`src/rtl/assert_macros.svh`:
```
// assertion macros for the leg controller rtl
// depends on nothing; define ASSERT_OFF to compile the checks away
`ifndef ASSERT_MACROS_SVH
`define ASSERT_MACROS_SVH
`ifndef ASSERT_OFF
// same-cycle implication
`define CHK_IMPLIES(lbl, clk, rstn, cond, expr) \
    lbl: assert property (@(posedge clk) disable iff (!rstn) (cond) |-> (expr)) \
        else $error("check failed");
// next-cycle implication
`define CHK_NEXT(lbl, clk, rstn, cond, expr) \
    lbl: assert property (@(posedge clk) disable iff (!rstn) (cond) |=> (expr)) \
        else $error("check failed");
`else
`define CHK_IMPLIES(lbl, clk, rstn, cond, expr)
`define CHK_NEXT(lbl, clk, rstn, cond, expr)
`endif
`endif

```
`src/rtl/glqr_pkg.sv`:
```
// types, constants and helper functions of the gain scheduled leg controller
// depends on nothing
package glqr_pkg;

    localparam int NUM_LEGS_DEF = 2;
    localparam int NUM_STATES   = 6;
    localparam int PROD_W       = 67;

    localparam logic        REG_STEP_SECONDS = 1'b0;
    localparam logic        REG_STEP_RATE    = 1'b1;
    localparam logic [23:0] STEP_SECONDS_RST = 24'd16777;
    localparam logic [16:0] STEP_RATE_RST    = 17'd1000;
    localparam logic signed [17:0] HALF_PI_Q12 = 18'sd6434;

    typedef struct packed {
        logic               leg_select;
        logic [15:0]        leg_length;
        logic signed [15:0] virtual_joint_angle;
        logic signed [15:0] body_pitch;
        logic signed [15:0] pitch_rate;
        logic signed [15:0] body_velocity;
        logic signed [31:0] target_position;
        logic signed [15:0] target_velocity;
    } in_item_t;

    typedef struct packed {
        logic               leg_id;
        logic               actuator;
        logic signed [31:0] tilt_term;
        logic signed [31:0] tilt_rate_term;
        logic signed [31:0] position_term;
        logic signed [31:0] velocity_term;
        logic signed [31:0] pitch_term;
        logic signed [31:0] pitch_rate_term;
        logic               last;
    } out_item_t;

    typedef struct packed {
        logic signed [15:0] tilt;
        logic signed [31:0] pos;
    } leg_state_t;

    function automatic logic signed [31:0] sat_to32(input logic signed [PROD_W-1:0] x);
        logic signed [31:0] r;
        if (x > 67'sd2147483647)
            r = 32'sh7fffffff;
        else if (x < -67'sd2147483648)
            r = 32'sh80000000;
        else
            r = x[31:0];
        return r;
    endfunction

    function automatic logic signed [15:0] sat_to16(input logic signed [PROD_W-1:0] x);
        logic signed [15:0] r;
        if (x > 67'sd32767)
            r = 16'sh7fff;
        else if (x < -67'sd32768)
            r = 16'sh8000;
        else
            r = x[15:0];
        return r;
    endfunction

    // q16.16 alignment per state: q.12 by 13, q.10 by 11, q.16 by 17, q.11 by 12
    function automatic logic [4:0] term_shift(input logic [2:0] j);
        logic [4:0] s;
        case (j)
            3'd0:    s = 5'd13;
            3'd1:    s = 5'd11;
            3'd2:    s = 5'd17;
            3'd3:    s = 5'd12;
            3'd4:    s = 5'd13;
            3'd5:    s = 5'd11;
            default: s = 5'd0;
        endcase
        return s;
    endfunction

    // q14.17 fitted gains: wheel then joint, per gain cubic..constant
    function automatic logic signed [31:0] coef_rom(input logic [5:0] i);
        logic signed [31:0] c;
        case (i)
            6'd0:  c = -32'sd41770900;
            6'd1:  c = 32'sd42460492;
            6'd2:  c = -32'sd17962148;
            6'd3:  c = -32'sd1024731;
            6'd4:  c = -32'sd2509253;
            6'd5:  c = 32'sd2118643;
            6'd6:  c = -32'sd1725331;
            6'd7:  c = -32'sd110881;
            6'd8:  c = -32'sd7289608;
            6'd9:  c = 32'sd6621099;
            6'd10: c = -32'sd1976544;
            6'd11: c = -32'sd390843;
            6'd12: c = -32'sd4409106;
            6'd13: c = 32'sd3630899;
            6'd14: c = -32'sd1013979;
            6'd15: c = -32'sd612934;
            6'd16: c = -32'sd582999679;
            6'd17: c = 32'sd596306627;
            6'd18: c = -32'sd213000704;
            6'd19: c = 32'sd27910530;
            6'd20: c = -32'sd11431998;
            6'd21: c = 32'sd12402239;
            6'd22: c = -32'sd4896658;
            6'd23: c = 32'sd830743;
            6'd24: c = -32'sd64274761;
            6'd25: c = 32'sd69540201;
            6'd26: c = -32'sd26667254;
            6'd27: c = 32'sd4157842;
            6'd28: c = -32'sd9175092;
            6'd29: c = 32'sd9939341;
            6'd30: c = -32'sd3903497;
            6'd31: c = 32'sd577890;
            6'd32: c = -32'sd29148043;
            6'd33: c = 32'sd29776857;
            6'd34: c = -32'sd10602196;
            6'd35: c = 32'sd1368661;
            6'd36: c = -32'sd43014260;
            6'd37: c = 32'sd42786475;
            6'd38: c = -32'sd14718786;
            6'd39: c = 32'sd1820518;
            6'd40: c = 32'sd764198406;
            6'd41: c = -32'sd695503895;
            6'd42: c = 32'sd208377584;
            6'd43: c = 32'sd37157880;
            6'd44: c = 32'sd14589276;
            6'd45: c = -32'sd13693164;
            6'd46: c = 32'sd4373145;
            6'd47: c = 32'sd786927;
            default: c = 32'sd0;
        endcase
        return c;
    endfunction

endpackage

```
`src/rtl/gain_scheduled_lqr_leg_unit.sv`:
```
// gain scheduled lqr state feedback for the legs of a wheel-legged chassis
// depends on glqr_pkg and assert_macros.svh
//
// usage
//   input channel: in_valid / in_stall / in_data, one control tick per transfer
//   output channel: out_valid / out_stall / out_data, two transfers per tick,
//   the wheel result first, then the joint result with last set
//   config: cfg_we / cfg_index / cfg_data, write only while the block is idle
//   sequencing: a tick is worked on by the single shared multiplier, and the next
//   transfer is taken only when it is done; a tick is 12 gains of three horner
//   steps (multiply, then add) plus one gain-times-error product each
//   the wheel result is offered before the joint gains are worked on
//   reset: per-leg tilt and position read as zero, registers take defaults
//   a stalled receiver holds the result register; the sequencer waits at
//   the hand-over point until the register is free
//   in_stall is high while a tick is being worked on
`include "assert_macros.svh"

module gain_scheduled_lqr_leg_unit
    import glqr_pkg::*;
#(
    parameter int NUM_LEGS = NUM_LEGS_DEF
)(
    input  logic        clk,
    input  logic        rst_n,
    input  logic        in_valid,
    output logic        in_stall,
    input  in_item_t    in_data,
    output logic        out_valid,
    input  logic        out_stall,
    output out_item_t   out_data,
    input  logic        cfg_we,
    input  logic        cfg_index,
    input  logic [23:0] cfg_data
);

    localparam int LEG_W = (NUM_LEGS > 1) ? $clog2(NUM_LEGS) : 1;

    // one-hot sequencer
    typedef enum logic [9:0] {
        S_IDLE = 10'b0000000001,
        S_READ = 10'b0000000010,
        S_RATE = 10'b0000000100,
        S_POS  = 10'b0000001000,
        S_LOAD = 10'b0000010000,
        S_HMUL = 10'b0000100000,
        S_HADD = 10'b0001000000,
        S_TMUL = 10'b0010000000,
        S_TSAT = 10'b0100000000,
        S_EMIT = 10'b1000000000
    } state_t;

    state_t state_reg, state_next;

    logic [23:0] step_seconds_reg;
    logic [16:0] step_rate_reg;

    in_item_t   item_reg;
    logic [LEG_W-1:0] leg_reg;

    // per-leg state memory, synchronous read
    leg_state_t leg_mem [NUM_LEGS];
    logic [NUM_LEGS-1:0] leg_vld_reg;
    leg_state_t rd_reg;

    logic signed [15:0] tilt_reg;
    logic signed [15:0] rate_reg;
    logic signed [31:0] err_reg [NUM_STATES];
    logic signed [31:0] term_reg [NUM_STATES];

    logic signed [33:0]       acc_reg;
    logic signed [PROD_W-1:0] prod_reg;
    logic [1:0] k_reg;
    logic [2:0] j_reg;
    logic       act_reg;

    out_item_t out_reg;
    logic      out_valid_reg;

    logic accept;
    logic out_load;
    logic [LEG_W-1:0] leg_idx;
    logic [3:0] gain_idx;
    logic [5:0] coef_idx;
    logic signed [31:0] coef;

    logic signed [17:0] alpha;
    logic signed [17:0] abs_a;
    logic signed [17:0] abs_p;
    logic signed [17:0] pitch_x;
    logic signed [18:0] tilt_raw;
    logic signed [15:0] tilt_now;
    logic signed [16:0] tilt_diff;

    logic signed [33:0] pos_sum;
    logic signed [31:0] pos_new;

    logic signed [33:0] mul_a;
    logic signed [32:0] mul_b;

    assign accept   = in_valid && !in_stall;
    assign in_stall = (state_reg != S_IDLE);
    assign out_load = (state_reg == S_EMIT) && (!out_valid_reg || !out_stall);
    assign leg_idx  = (NUM_LEGS > 1) ? LEG_W'(in_data.leg_select) : '0;

    // gain number 0..11, then coefficient within the cubic
    assign gain_idx = act_reg ? (4'(j_reg) + 4'd6) : 4'(j_reg);
    assign coef_idx = {gain_idx, k_reg};
    assign coef     = coef_rom(coef_idx);

    // leg tilt from the virtual joint angle and body pitch
    always_comb
    begin
        alpha   = HALF_PI_Q12 - 18'(item_reg.virtual_joint_angle);
        pitch_x = 18'(item_reg.body_pitch);
        abs_a   = (alpha < 0) ? -alpha : alpha;
        abs_p   = (pitch_x < 0) ? -pitch_x : pitch_x;
        if ((alpha > 0 && pitch_x < 0) || (alpha < 0 && pitch_x > 0))
        begin
            tilt_raw = 19'(abs_a) - 19'(abs_p);
            if (alpha > 0)
                tilt_raw = -tilt_raw;
        end
        else
        begin
            tilt_raw = 19'(abs_a) + 19'(abs_p);
            if (!(alpha < 0 && pitch_x < 0))
                tilt_raw = -tilt_raw;
        end
        tilt_now  = sat_to16(PROD_W'(tilt_raw));
        tilt_diff = 17'(tilt_now) - 17'(rd_reg.tilt);
    end

    // position integration
    assign pos_sum = 34'(rd_reg.pos) + 34'(prod_reg >>> 19);
    assign pos_new = sat_to32(PROD_W'(pos_sum));

    // shared multiplier operand select
    always_comb
    begin
        case (state_reg)
            S_READ:
            begin
                mul_a = 34'(tilt_diff);
                mul_b = $signed(33'(step_rate_reg));
            end
            S_RATE:
            begin
                mul_a = 34'(item_reg.body_velocity);
                mul_b = $signed(33'(step_seconds_reg));
            end
            S_HMUL:
            begin
                mul_a = acc_reg;
                mul_b = $signed(33'(item_reg.leg_length));
            end
            S_TMUL:
            begin
                mul_a = 34'(err_reg[j_reg]);
                mul_b = 33'(sat_to32(PROD_W'(acc_reg)));
            end
            default:
            begin
                mul_a = '0;
                mul_b = '0;
            end
        endcase
    end

    always_ff @(posedge clk)
    begin
        prod_reg <= mul_a * mul_b;
    end

    // sequencer next state
    always_comb
    begin
        state_next = state_reg;
        case (state_reg)
            S_IDLE: if (accept) state_next = S_READ;
            S_READ: state_next = S_RATE;
            S_RATE: state_next = S_POS;
            S_POS:  state_next = S_LOAD;
            S_LOAD: state_next = S_HMUL;
            S_HMUL: state_next = S_HADD;
            S_HADD: state_next = (k_reg == 2'd3) ? S_TMUL : S_HMUL;
            S_TMUL: state_next = S_TSAT;
            S_TSAT: state_next = (j_reg == 3'(NUM_STATES - 1)) ? S_EMIT : S_LOAD;
            S_EMIT:
            begin
                if (out_load)
                    state_next = act_reg ? S_IDLE : S_LOAD;
            end
            default: state_next = S_IDLE;
        endcase
    end

    // control registers
    always_ff @(posedge clk or negedge rst_n)
    begin
        if (!rst_n)
        begin
            state_reg        <= S_IDLE;
            step_seconds_reg <= STEP_SECONDS_RST;
            step_rate_reg    <= STEP_RATE_RST;
            leg_vld_reg      <= '0;
            out_valid_reg    <= 1'b0;
            k_reg            <= '0;
            j_reg            <= '0;
            act_reg          <= 1'b0;
        end
        else
        begin
            state_reg <= state_next;
            if (cfg_we)
            begin
                case (cfg_index)
                    REG_STEP_SECONDS: step_seconds_reg <= cfg_data;
                    REG_STEP_RATE:    step_rate_reg    <= cfg_data[16:0];
                    default:          ;
                endcase
            end
            if (state_reg == S_POS)
                leg_vld_reg[leg_reg] <= 1'b1;
            if (out_load)
                out_valid_reg <= 1'b1;
            else if (!out_stall)
                out_valid_reg <= 1'b0;
            case (state_reg)
                S_POS:
                begin
                    j_reg   <= '0;
                    act_reg <= 1'b0;
                end
                S_LOAD: k_reg <= 2'd1;
                S_HADD: if (k_reg != 2'd3) k_reg <= k_reg + 2'd1;
                // next gain starts again at its cubic coefficient
                S_TMUL: k_reg <= '0;
                S_TSAT: if (j_reg != 3'(NUM_STATES - 1)) j_reg <= j_reg + 3'd1;
                S_EMIT:
                begin
                    if (out_load)
                    begin
                        j_reg   <= '0;
                        act_reg <= 1'b1;
                    end
                end
                default: ;
            endcase
        end
    end

    // memory read on transfer, entries never written read as zero
    always_ff @(posedge clk)
    begin
        if (accept)
        begin
            item_reg <= in_data;
            leg_reg  <= leg_idx;
            rd_reg   <= leg_vld_reg[leg_idx] ? leg_mem[leg_idx] : '0;
        end
    end

    // write back after the position update
    always_ff @(posedge clk)
    begin
        if (state_reg == S_POS)
            leg_mem[leg_reg] <= '{tilt: tilt_reg, pos: pos_new};
    end

    // datapath registers
    always_ff @(posedge clk)
    begin
        case (state_reg)
            S_READ: tilt_reg <= tilt_now;
            S_RATE: rate_reg <= sat_to16(prod_reg >>> 2);
            S_POS:
            begin
                err_reg[0] <= 32'(tilt_reg);
                err_reg[1] <= 32'(rate_reg);
                err_reg[2] <= sat_to32(PROD_W'(pos_new) - PROD_W'(item_reg.target_position));
                err_reg[3] <= 32'(item_reg.body_velocity) - 32'(item_reg.target_velocity);
                err_reg[4] <= 32'(item_reg.body_pitch);
                err_reg[5] <= 32'(item_reg.pitch_rate);
            end
            S_LOAD: acc_reg <= 34'(coef);
            S_HADD: acc_reg <= 34'(prod_reg >>> 16) + 34'(coef);
            S_TSAT: term_reg[j_reg] <= sat_to32(prod_reg >>> term_shift(j_reg));
            default: ;
        endcase
    end

    // result register toward the receiver
    always_ff @(posedge clk)
    begin
        if (out_load)
        begin
            out_reg.leg_id          <= item_reg.leg_select;
            out_reg.actuator        <= act_reg;
            out_reg.tilt_term       <= term_reg[0];
            out_reg.tilt_rate_term  <= term_reg[1];
            out_reg.position_term   <= term_reg[2];
            out_reg.velocity_term   <= term_reg[3];
            out_reg.pitch_term      <= term_reg[4];
            out_reg.pitch_rate_term <= term_reg[5];
            out_reg.last            <= act_reg;
        end
    end

    assign out_valid = out_valid_reg;
    assign out_data  = out_reg;

    // checks
    `CHK_NEXT(a_accept_reads, clk, rst_n, accept, state_reg == S_READ)
    `CHK_NEXT(a_load_shows, clk, rst_n, out_load, out_valid && out_data.leg_id == item_reg.leg_select)
    `CHK_IMPLIES(a_horner_step, clk, rst_n, state_reg == S_HADD, k_reg != 2'd0)
    `CHK_IMPLIES(a_last_joint, clk, rst_n, out_valid, out_data.last == out_data.actuator)

endmodule

```
`config.mk`:
```
export PLATFORM = sky130hd
export DESIGN_NAME = gain_scheduled_lqr_leg_unit
export DESIGN_NICKNAME = d
export VERILOG_FILES = /design/src/rtl/glqr_pkg.sv /design/src/rtl/gain_scheduled_lqr_leg_unit.sv
export VERILOG_INCLUDE_DIRS = /design/src /design/src/rtl
export SDC_FILE = /design/constraint.sdc
export NUM_CORES = 2
export LEC_CHECK = 0
export BUFFER_PORTS_ARGS = -buffer_cell sky130_fd_sc_hd__buf_2
export CAP_MARGIN = 25
export CELL_PAD_IN_SITES_DETAIL_PLACEMENT = 2
export CELL_PAD_IN_SITES_GLOBAL_PLACEMENT = 2
export CORE_MARGIN = 2
export CORE_UTILIZATION = 42
export DETAILED_ROUTE_END_ITERATION = 8
export PLACE_DENSITY = 0.9
export SLEW_MARGIN = 30
export SYNTH_ARGS = -nofsm -noshare
export SYNTH_HDL_FRONTEND = slang
export SYNTH_SLANG_ARGS = --single-unit
```
`constraint.sdc`:
```
create_clock -name clk -period 20.2 [get_ports clk]
set_input_delay 4.04 -clock clk [delete_from_list [all_inputs] [get_ports clk]]
set_output_delay 4.04 -clock clk [all_outputs]
set_load 0.01 [all_outputs]
```
## Yosys cells after proc, flatten, opt, wreduce, memory -nomap -nowiden

Memory sizes are Yosys's and may differ from the RTL's. A register that Yosys moved wholly into a read port is not among the register bits.
Index checks and enable logic that the tools add are counted.

| cells by class | value |
|---|---|
| $add $sub $neg | 15 |
| $mul | 1 |
| $lt $le $gt $ge | 19 |
| equality and inequality tests | 24 |
| shifts and indexed selects | 1 |
| mux-type cells | 47 |
| bitwise logic cells | 2 |
| reductions and logical operators | 25 |

Operator list:

| cell | count |
|---|---|
| two-way mux 32 bit | 10 |
| case mux 34 bit (4 select lines) | 1 |
| case mux 33 bit (4 select lines) | 1 |
| case mux 10 bit (10 select lines) | 1 |
| greater-than comparator 34 x 32 -> 1 bit (second input constant) | 2 |
| < comparator 34 x 32 -> 1 bit (second input constant) | 2 |
| case mux 34 bit (2 select lines) | 1 |
| greater-than comparator 67 x 32 -> 1 bit (second input constant) | 1 |
| < comparator 67 x 32 -> 1 bit (second input constant) | 1 |
| multiplier 34 x 33 -> 67 bit | 1 |
| >>> shifter 67 x 5 -> 67 bit | 1 |
| greater-than comparator 65 x 16 -> 1 bit (second input constant) | 1 |
| < comparator 65 x 16 -> 1 bit (second input constant) | 1 |
| two-way mux 19 bit | 3 |
| two-way mux 16 bit | 3 |
| negation 19 bit | 2 |
| two-way mux 18 bit | 2 |
| adder 32 x 34 -> 34 bit | 1 |
| adder 34 x 32 -> 34 bit | 1 |
| subtractor 16 x 16 -> 17 bit | 2 |
| greater-than comparator 33 x 32 -> 1 bit (second input constant) | 1 |
| < comparator 33 x 32 -> 1 bit (second input constant) | 1 |
| subtractor 32 x 32 -> 33 bit | 1 |
| two-way mux 10 bit | 3 |
| 56 further kinds | 90 |

| storage, ports and cells | value |
|---|---|
| register bits after elaboration | 324 |
| RAM bits | 480 |
| ROM bits | 2048 |
| input bits | 159 |
| output and inout port bits | 197 |
| logic and storage cells | 160 |
| memories | 4 |

Memory list:

| name | words | bits a word | rd ports | clocked after memory_dff | write ports | RTL line | RTL |
|---|---|---|---|---|---|---|---|
| (name not given) | 64 | 32 | 1 | 0 | 0 | glqr_pkg.sv:83 | `case (i)` |
| err_reg | 6 | 32 | 1 | 0 | 6 | gain_scheduled_lqr_leg_unit.sv:68 | `logic signed [31:0] err_reg [NUM_STATES];` |
| term_reg | 6 | 32 | 6 | 6 | 1 | gain_scheduled_lqr_leg_unit.sv:69 | `logic signed [31:0] term_reg [NUM_STATES];` |
| leg_mem | 2 | 48 | 1 | 1 | 1 | gain_scheduled_lqr_leg_unit.sv:62 | `leg_state_t leg_mem [NUM_LEGS];` |

## Logic depth before layout (Yosys ltp)

| depth | value |
|---|---|
| depth after elaboration | 13 |
| mapped depth | 74 |
| mapped depth without buffers | 68 |

## Worst setup path before layout

OpenSTA, ideal clock, no wires.

| timing path | value |
|---|---|
| kind | register to register |
| from | register item_reg[97] (netlist name) |
| to | register prod_reg[65] |
| setup time | 0.118 ns |
| arrival time | 16.471 ns |
| data required time | 20.082 ns |
| slack | 3.610 ns |
| cell stages (with the launch flop) | 70 |
| buffers on the path | 6 |
| clock period less this slack | 16.590 ns |
| cell sequence | edfxtp_1 -> ha_1 -> buf_6 -> or4_1 -> buf_6 -> a221oi_4 -> o21bai_1 -> o21bai_2 -> nor3_1 -> a21o_1 -> a221oi_1 -> xnor2_1 -> ha_1 -> inv_1 -> o311a_1 -> o41ai_1 -> o311ai_0 -> a21o_1 -> [34 not listed] -> fa_1 -> fa_1 -> fa_1 -> inv_1 -> fa_1 -> inv_1 -> ha_1 -> and3_1 -> clkbuf_1 -> nand4_1 -> or4_1 -> a211oi_1 -> o21ai_0 -> o21ai_0 -> nand3_1 -> o21ai_0 -> a21oi_1 -> xnor2_1 |

| between the ends | value |
|---|---|
| cells in the longest elaborated chain, start to end | 13 |
| elaborated cells between the ends (all ways) | 23 |
| classes of those cells | 7 x add/sub; 1 x mul; 4 x order compare; 7 x mux; 4 x reduce/logical |

RTL lines:

| item | RTL line | RTL |
|---|---|---|
| start: declaration | gain_scheduled_lqr_leg_unit.sv:58 | `in_item_t item_reg;` |
| start signal: assignment | gain_scheduled_lqr_leg_unit.sv:258 | `item_reg <= in_data;` |
| subtractor 14 x 16 -> 17 bit (*) | gain_scheduled_lqr_leg_unit.sv:114 | `alpha = HALF_PI_Q12 - 18'(item_reg.virtual_joint_angle);` |
| negation 17 -> 18 bit / < comparator 17 x 1 -> 1 bit (equally long branches) | gain_scheduled_lqr_leg_unit.sv:116, gain_scheduled_lqr_leg_unit.sv:118, gain_scheduled_lqr_leg_unit.sv:127 |  |
| two-way mux 18 bit | gain_scheduled_lqr_leg_unit.sv:116 | `abs_a = (alpha < 0) ? -alpha : alpha;` |
| adder 18 x 18 -> 19 bit / subtractor 18 x 18 -> 19 bit (equally long branches) | gain_scheduled_lqr_leg_unit.sv:126, gain_scheduled_lqr_leg_unit.sv:120 |  |
| negation 19 bit, on equally long branches | gain_scheduled_lqr_leg_unit.sv:128, gain_scheduled_lqr_leg_unit.sv:122 |  |
| two-way mux 19 bit, on equally long branches | gain_scheduled_lqr_leg_unit.sv:127, gain_scheduled_lqr_leg_unit.sv:121 |  |
| two-way mux 19 bit (*) | gain_scheduled_lqr_leg_unit.sv:118 | `if ((alpha > 0 && pitch_x < 0) \|\| (alpha < 0 && pitch_x > 0))` |
| < comparator 19 x 16 -> 1 bit | glqr_pkg.sv:58 | `else if (x < -67'sd32768)` |
| two-way mux 16 bit | glqr_pkg.sv:58 |  |
| two-way mux 16 bit (*) | glqr_pkg.sv:56 | `if (x > 67'sd32767)` |
| subtractor 16 x 16 -> 17 bit (*) | gain_scheduled_lqr_leg_unit.sv:131 | `tilt_diff = 17'(tilt_now) - 17'(rd_reg.tilt);` |
| case mux 34 bit (4 select lines) (*) | gain_scheduled_lqr_leg_unit.sv:141 | `case (state_reg)` |
| multiplier 34 x 33 -> 67 bit (*) | gain_scheduled_lqr_leg_unit.sv:172 | `prod_reg <= mul_a * mul_b;` |
| end signal: assignment | gain_scheduled_lqr_leg_unit.sv:172 |  |
| end: declaration | gain_scheduled_lqr_leg_unit.sv:72 | `logic signed [PROD_W-1:0] prod_reg;` |

Every way passes the cells marked *; elsewhere a longest branch is shown, timed or not.
A chain may end at the register's enable or synchronous reset.

## Worst setup path after layout

| timing path | value |
|---|---|
| from | register item_reg[97] (netlist name) |
| to | register prod_reg[60] |

| between the ends | value |
|---|---|
| cells in the longest elaborated chain, start to end | 13 |
| elaborated cells between the ends (all ways) | 23 |
| classes of those cells | 7 x add/sub; 1 x mul; 4 x order compare; 7 x mux; 4 x reduce/logical |

RTL lines:

| item | RTL line | RTL |
|---|---|---|
| subtractor 14 x 16 -> 17 bit (*) | gain_scheduled_lqr_leg_unit.sv:114 |  |
| negation 17 -> 18 bit / < comparator 17 x 1 -> 1 bit (equally long branches) | gain_scheduled_lqr_leg_unit.sv:116, gain_scheduled_lqr_leg_unit.sv:118, gain_scheduled_lqr_leg_unit.sv:127 |  |
| two-way mux 18 bit | gain_scheduled_lqr_leg_unit.sv:116 |  |
| adder 18 x 18 -> 19 bit / subtractor 18 x 18 -> 19 bit (equally long branches) | gain_scheduled_lqr_leg_unit.sv:126, gain_scheduled_lqr_leg_unit.sv:120 |  |
| negation 19 bit, on equally long branches | gain_scheduled_lqr_leg_unit.sv:128, gain_scheduled_lqr_leg_unit.sv:122 |  |
| two-way mux 19 bit, on equally long branches | gain_scheduled_lqr_leg_unit.sv:127, gain_scheduled_lqr_leg_unit.sv:121 |  |
| two-way mux 19 bit (*) | gain_scheduled_lqr_leg_unit.sv:118 |  |
| < comparator 19 x 16 -> 1 bit | glqr_pkg.sv:58 |  |
| two-way mux 16 bit | glqr_pkg.sv:58 |  |
| two-way mux 16 bit (*) | glqr_pkg.sv:56 |  |
| via tilt_now[2] | gain_scheduled_lqr_leg_unit.sv:92 | `logic signed [15:0] tilt_now;` |
| subtractor 16 x 16 -> 17 bit (*) | gain_scheduled_lqr_leg_unit.sv:131 |  |
| case mux 34 bit (4 select lines) (*) | gain_scheduled_lqr_leg_unit.sv:141 |  |
| multiplier 34 x 33 -> 67 bit (*) | gain_scheduled_lqr_leg_unit.sv:172 |  |

The timed path passes the listed nets; every way through them passes the cells marked *.

==> impl_metrics.csv <==
group,metric,value,unit
clock_network,cts-htree-levels,3,
timing,setup_violations,11,
routing,detail-route-antenna-nets,0,
setup_path,r2r_cells,66,
clock_network,cts_root_buffer,"clkbuf_16",
clock_network,cts_buffers,112,
setup_path,max_stage_delay,960,ps
timing,max_clock_freq,0.0484,GHz
setup_path,worstSetupPathType,"reg2reg",
setup_path,endpoint_kind,"flip-flop",
timing,fin_ws,-442,ps
die,die_w,460,um
timing,drv_slew,3,
place,io_buffers,355,
clock_network,cts_tree,"built",
synth,synth_ff_type,"edfxtp_1",
synth,yosys.area.top_type,"edfxtp_1",
run_status,status,"finished, violations left",
layout,fin_area,97500,sq um
power_and_ir_drop,p_leak,43.4,nW
layout,area_delta_synth_final,11.7,%
layout,finalNetCount,10600,
global_route,grt_overflow,0,
synth,synth_fa_ha_area_frac,0.331,
routing,drt_iter0_markers,11300,
place,globalplace.congestion,1.00,
routing,wire_per_inst,43.2,um
routing,drt_first_pass_iters,9,
timing,worst_slew_pin_slew,1560,ps
timing,finalClockSkew,145,ps
synth,synth_cells,8551,
die,coreArea,207000,sq um
job,maxCapViolCount,1,
routing,vias_per_cell,6.85,
global_route,grt_util_all_layers,0.471,
die,row_count,167,
global_route,grt_max_degree,188,
global_route,grt_pass1_vias,87100,
global_route,grt_pass1_wl,693,mm
timing,hold_viol,0,
synth,ys_seq_area_frac,0.321,
hold_path,hp-class,"reg2reg",
synth,synth-edff-count,838,
synth,async_flop_share,0.0622,
run_status,violations,"design-rule violations, max-capacitance violations, max-slew violations, negative setup slack",
hold_path,whs_path_depth,0,
synth,synthDistinctLibCells,100,
synth,synth_commonest_cells,"inv_1 (1412), fa_1 (1183), nand2_1 (997), nor2_1 (842), edfxtp_1 (838)",
setup_path,required,20860,ps
layout,multiInputGateArea,53000,sq um
power_and_ir_drop,ir_drop,0.000161,V
place,dpl_worst_slack,-787,ps
setup_path,cpMostUsedCell,"fa_1",
synth,syn_avg_cell_area,10.2,sq um
layout,largest_reg_flops,194,
synth,synthMuxAreaShare,0.0272,
setup_path,cp.arrival,21300,ps
clock_network,insertion_delay,890,ps
clock_network,clkTransAtPathRegs,70,ps
routing,drt_wl_total,505,mm
routing,vias,80100,
layout,drive_above_1_share,0.117,
die,die_y,460,um
synth,synth-xor-area-share,0.0276,
synth,synth.top_cell.area_share,0.288,
synth,ys_top_cells_by_area,"edfxtp_1 (29%), fa_1 (27%), inv_1 (6.1%)",
routing,drc_errors,49,
synth,synthSimpleGateAreaFrac,0.113,
global_route,grt_antenna_before_repair,77,
synth,synth_top_family_by_area,"adder cells",
place,placed_cell_area,92800,sq um
setup_path,cp_slowest_cell,"and3_1",
clock_network,cts_sinks,965,
die,dieArea,211000,sq um
place,dp.final_hpwl,338,mm
clock_network,clockBufferDepth,3,
synth,netlist_area,87300,sq um
synth,ys_ff_latch,965,
die,io_pins,356,
layout,nFillCells,21100,
timing,slew_headroom,-0.0468,
synth,yosysWarnings,0,
timing,period_minus_slack,20640,ps
setup_path,critical_path.max_fanout,36,
setup_path,crit_path_start_kind,"flip-flop",
power_and_ir_drop,power_density,134,nW/um^2
timing,finalCritPeriodShare,1.02,
synth,synth_most_common_cell,"inv_1",
layout,ff_latch_area,28000,sq um
synth,synth_compound_area_frac,0.100,
die,initial_utilization,0.422,
final timing paths:
check                                start               end  slack [ps]
hold / removal             term_reg[2][30]     out_data[127]         370
min in group asynchronous            rst_n    leg_vld_reg[1]        3040
hold reg to reg            term_reg[2][30]     out_data[127]         370
setup / recovery              item_reg[97]      prod_reg[60]        -440
max in group asynchronous            rst_n  step_rate_reg[1]       16120
setup reg to reg              item_reg[97]      prod_reg[60]        -440
stage by stage:
stage	total power (W)	setup TNS, ps	std cells	utilization	hold WS [ps]
after global routing	0.0132	-8540	11600	0.471	362
after floorplan	0.00694	0	8557	-	400
after global placement	0.00916	0	11400	0.448	401
after detailed placement	0.00990	-2750	11400	0.449	406
after CTS	0.0125	0	11600	0.468	376
final	0.0131	-2590	11700	0.471	367
layout by cell type, fill, tap and decap left out, types with 57 or more instances in the layout:
cell type | synthesis | final
a21o_1 | 185 | 185
a21oi_1 | 365 | 358
buf_2 | 14 | 355
buf_4 | 2 | 205
clkbuf_16 | 0 | 112
dfxtp_1 | 67 | 66
diode_2 | 0 | 57
edfxtp_1 | 838 | 838
fa_1 | 1183 | 1170
ha_1 | 412 | 410
inv_1 | 1412 | 1407
mux2i_1 | 144 | 142
nand2_1 | 997 | 989
nand3_1 | 89 | 81
nor2_1 | 842 | 823
nor3_1 | 83 | 77
o21ai_0 | 269 | 244
xnor2_1 | 185 | 184
xor2_1 | 88 | 87
what timing repair did:
action / 4_1_cts / 5_1_grt
gates resized for setup: 13 / 44
hold buffers: 0 / 0
hold endpoints to repair: 0 / 0
buffers inserted: 13 / 5
pin swaps: 2 / 2
setup endpoints to repair: 24 / 29
worst max-delay path, delay by kind of cell, from the launching register on:
kind | cells | cell delay [ps]
AOI/OAI and AO/OA | 30 | 7150
adders and majority gates | 12 | 6230
and+or+nand+nor | 10 | 3250
buffers and inverters | 9 | 2300
xor gates and xnor gates | 4 | 820
DFF | 1 | 470
muxes | 1 | 180
final cells by class:
class | instances | share of cell area
timing repair buffer | 583 | 0.0381
antenna | 57 | 0.00146
inverter | 1419 | 0.0548
clock inverter | 65 | 0.00807
sequential | 965 | 0.288
tap | 2704 | 0.0347
clock buffer | 145 | 0.0311
multi-input combinational | 5758 | 0.544
report_power, final:
part / switching (W) / internal [W] / leakage (nW)
registers: 0.000231 / 0.00303 / 8.87
logic: 0.00556 / 0.00201 / 32.7
clock network: 0.00105 / 0.00120 / 1.82
metal layers:
| layer | vias up | GRT usage | share of wire |
|---|---|---|---|
| li1 | 28600 | - | - |
| met1 | 40400 | 0.494 | 0.31 |
| met2 | 7585 | 0.705 | 0.43 |
| met3 | 3448 | 0.213 | 0.13 |
| met4 | 77 | 0.431 | 0.12 |
| met5 | - | 0.0255 | 0.0029 |
cells by family (layout without fill, tap and decap cells):
kind of cell,after synthesis,after routing
AOI/OAI and AO/OA,1333,1333
xor gates and xnor gates,274,274
adders and majority gates,1599,1599
buffers and inverters,1834,2212
DFF,965,965
muxes,209,209
other,2,65
and+or+nand+nor,2335,2335
No activity file was read; power rests on OpenSTA's default activity.
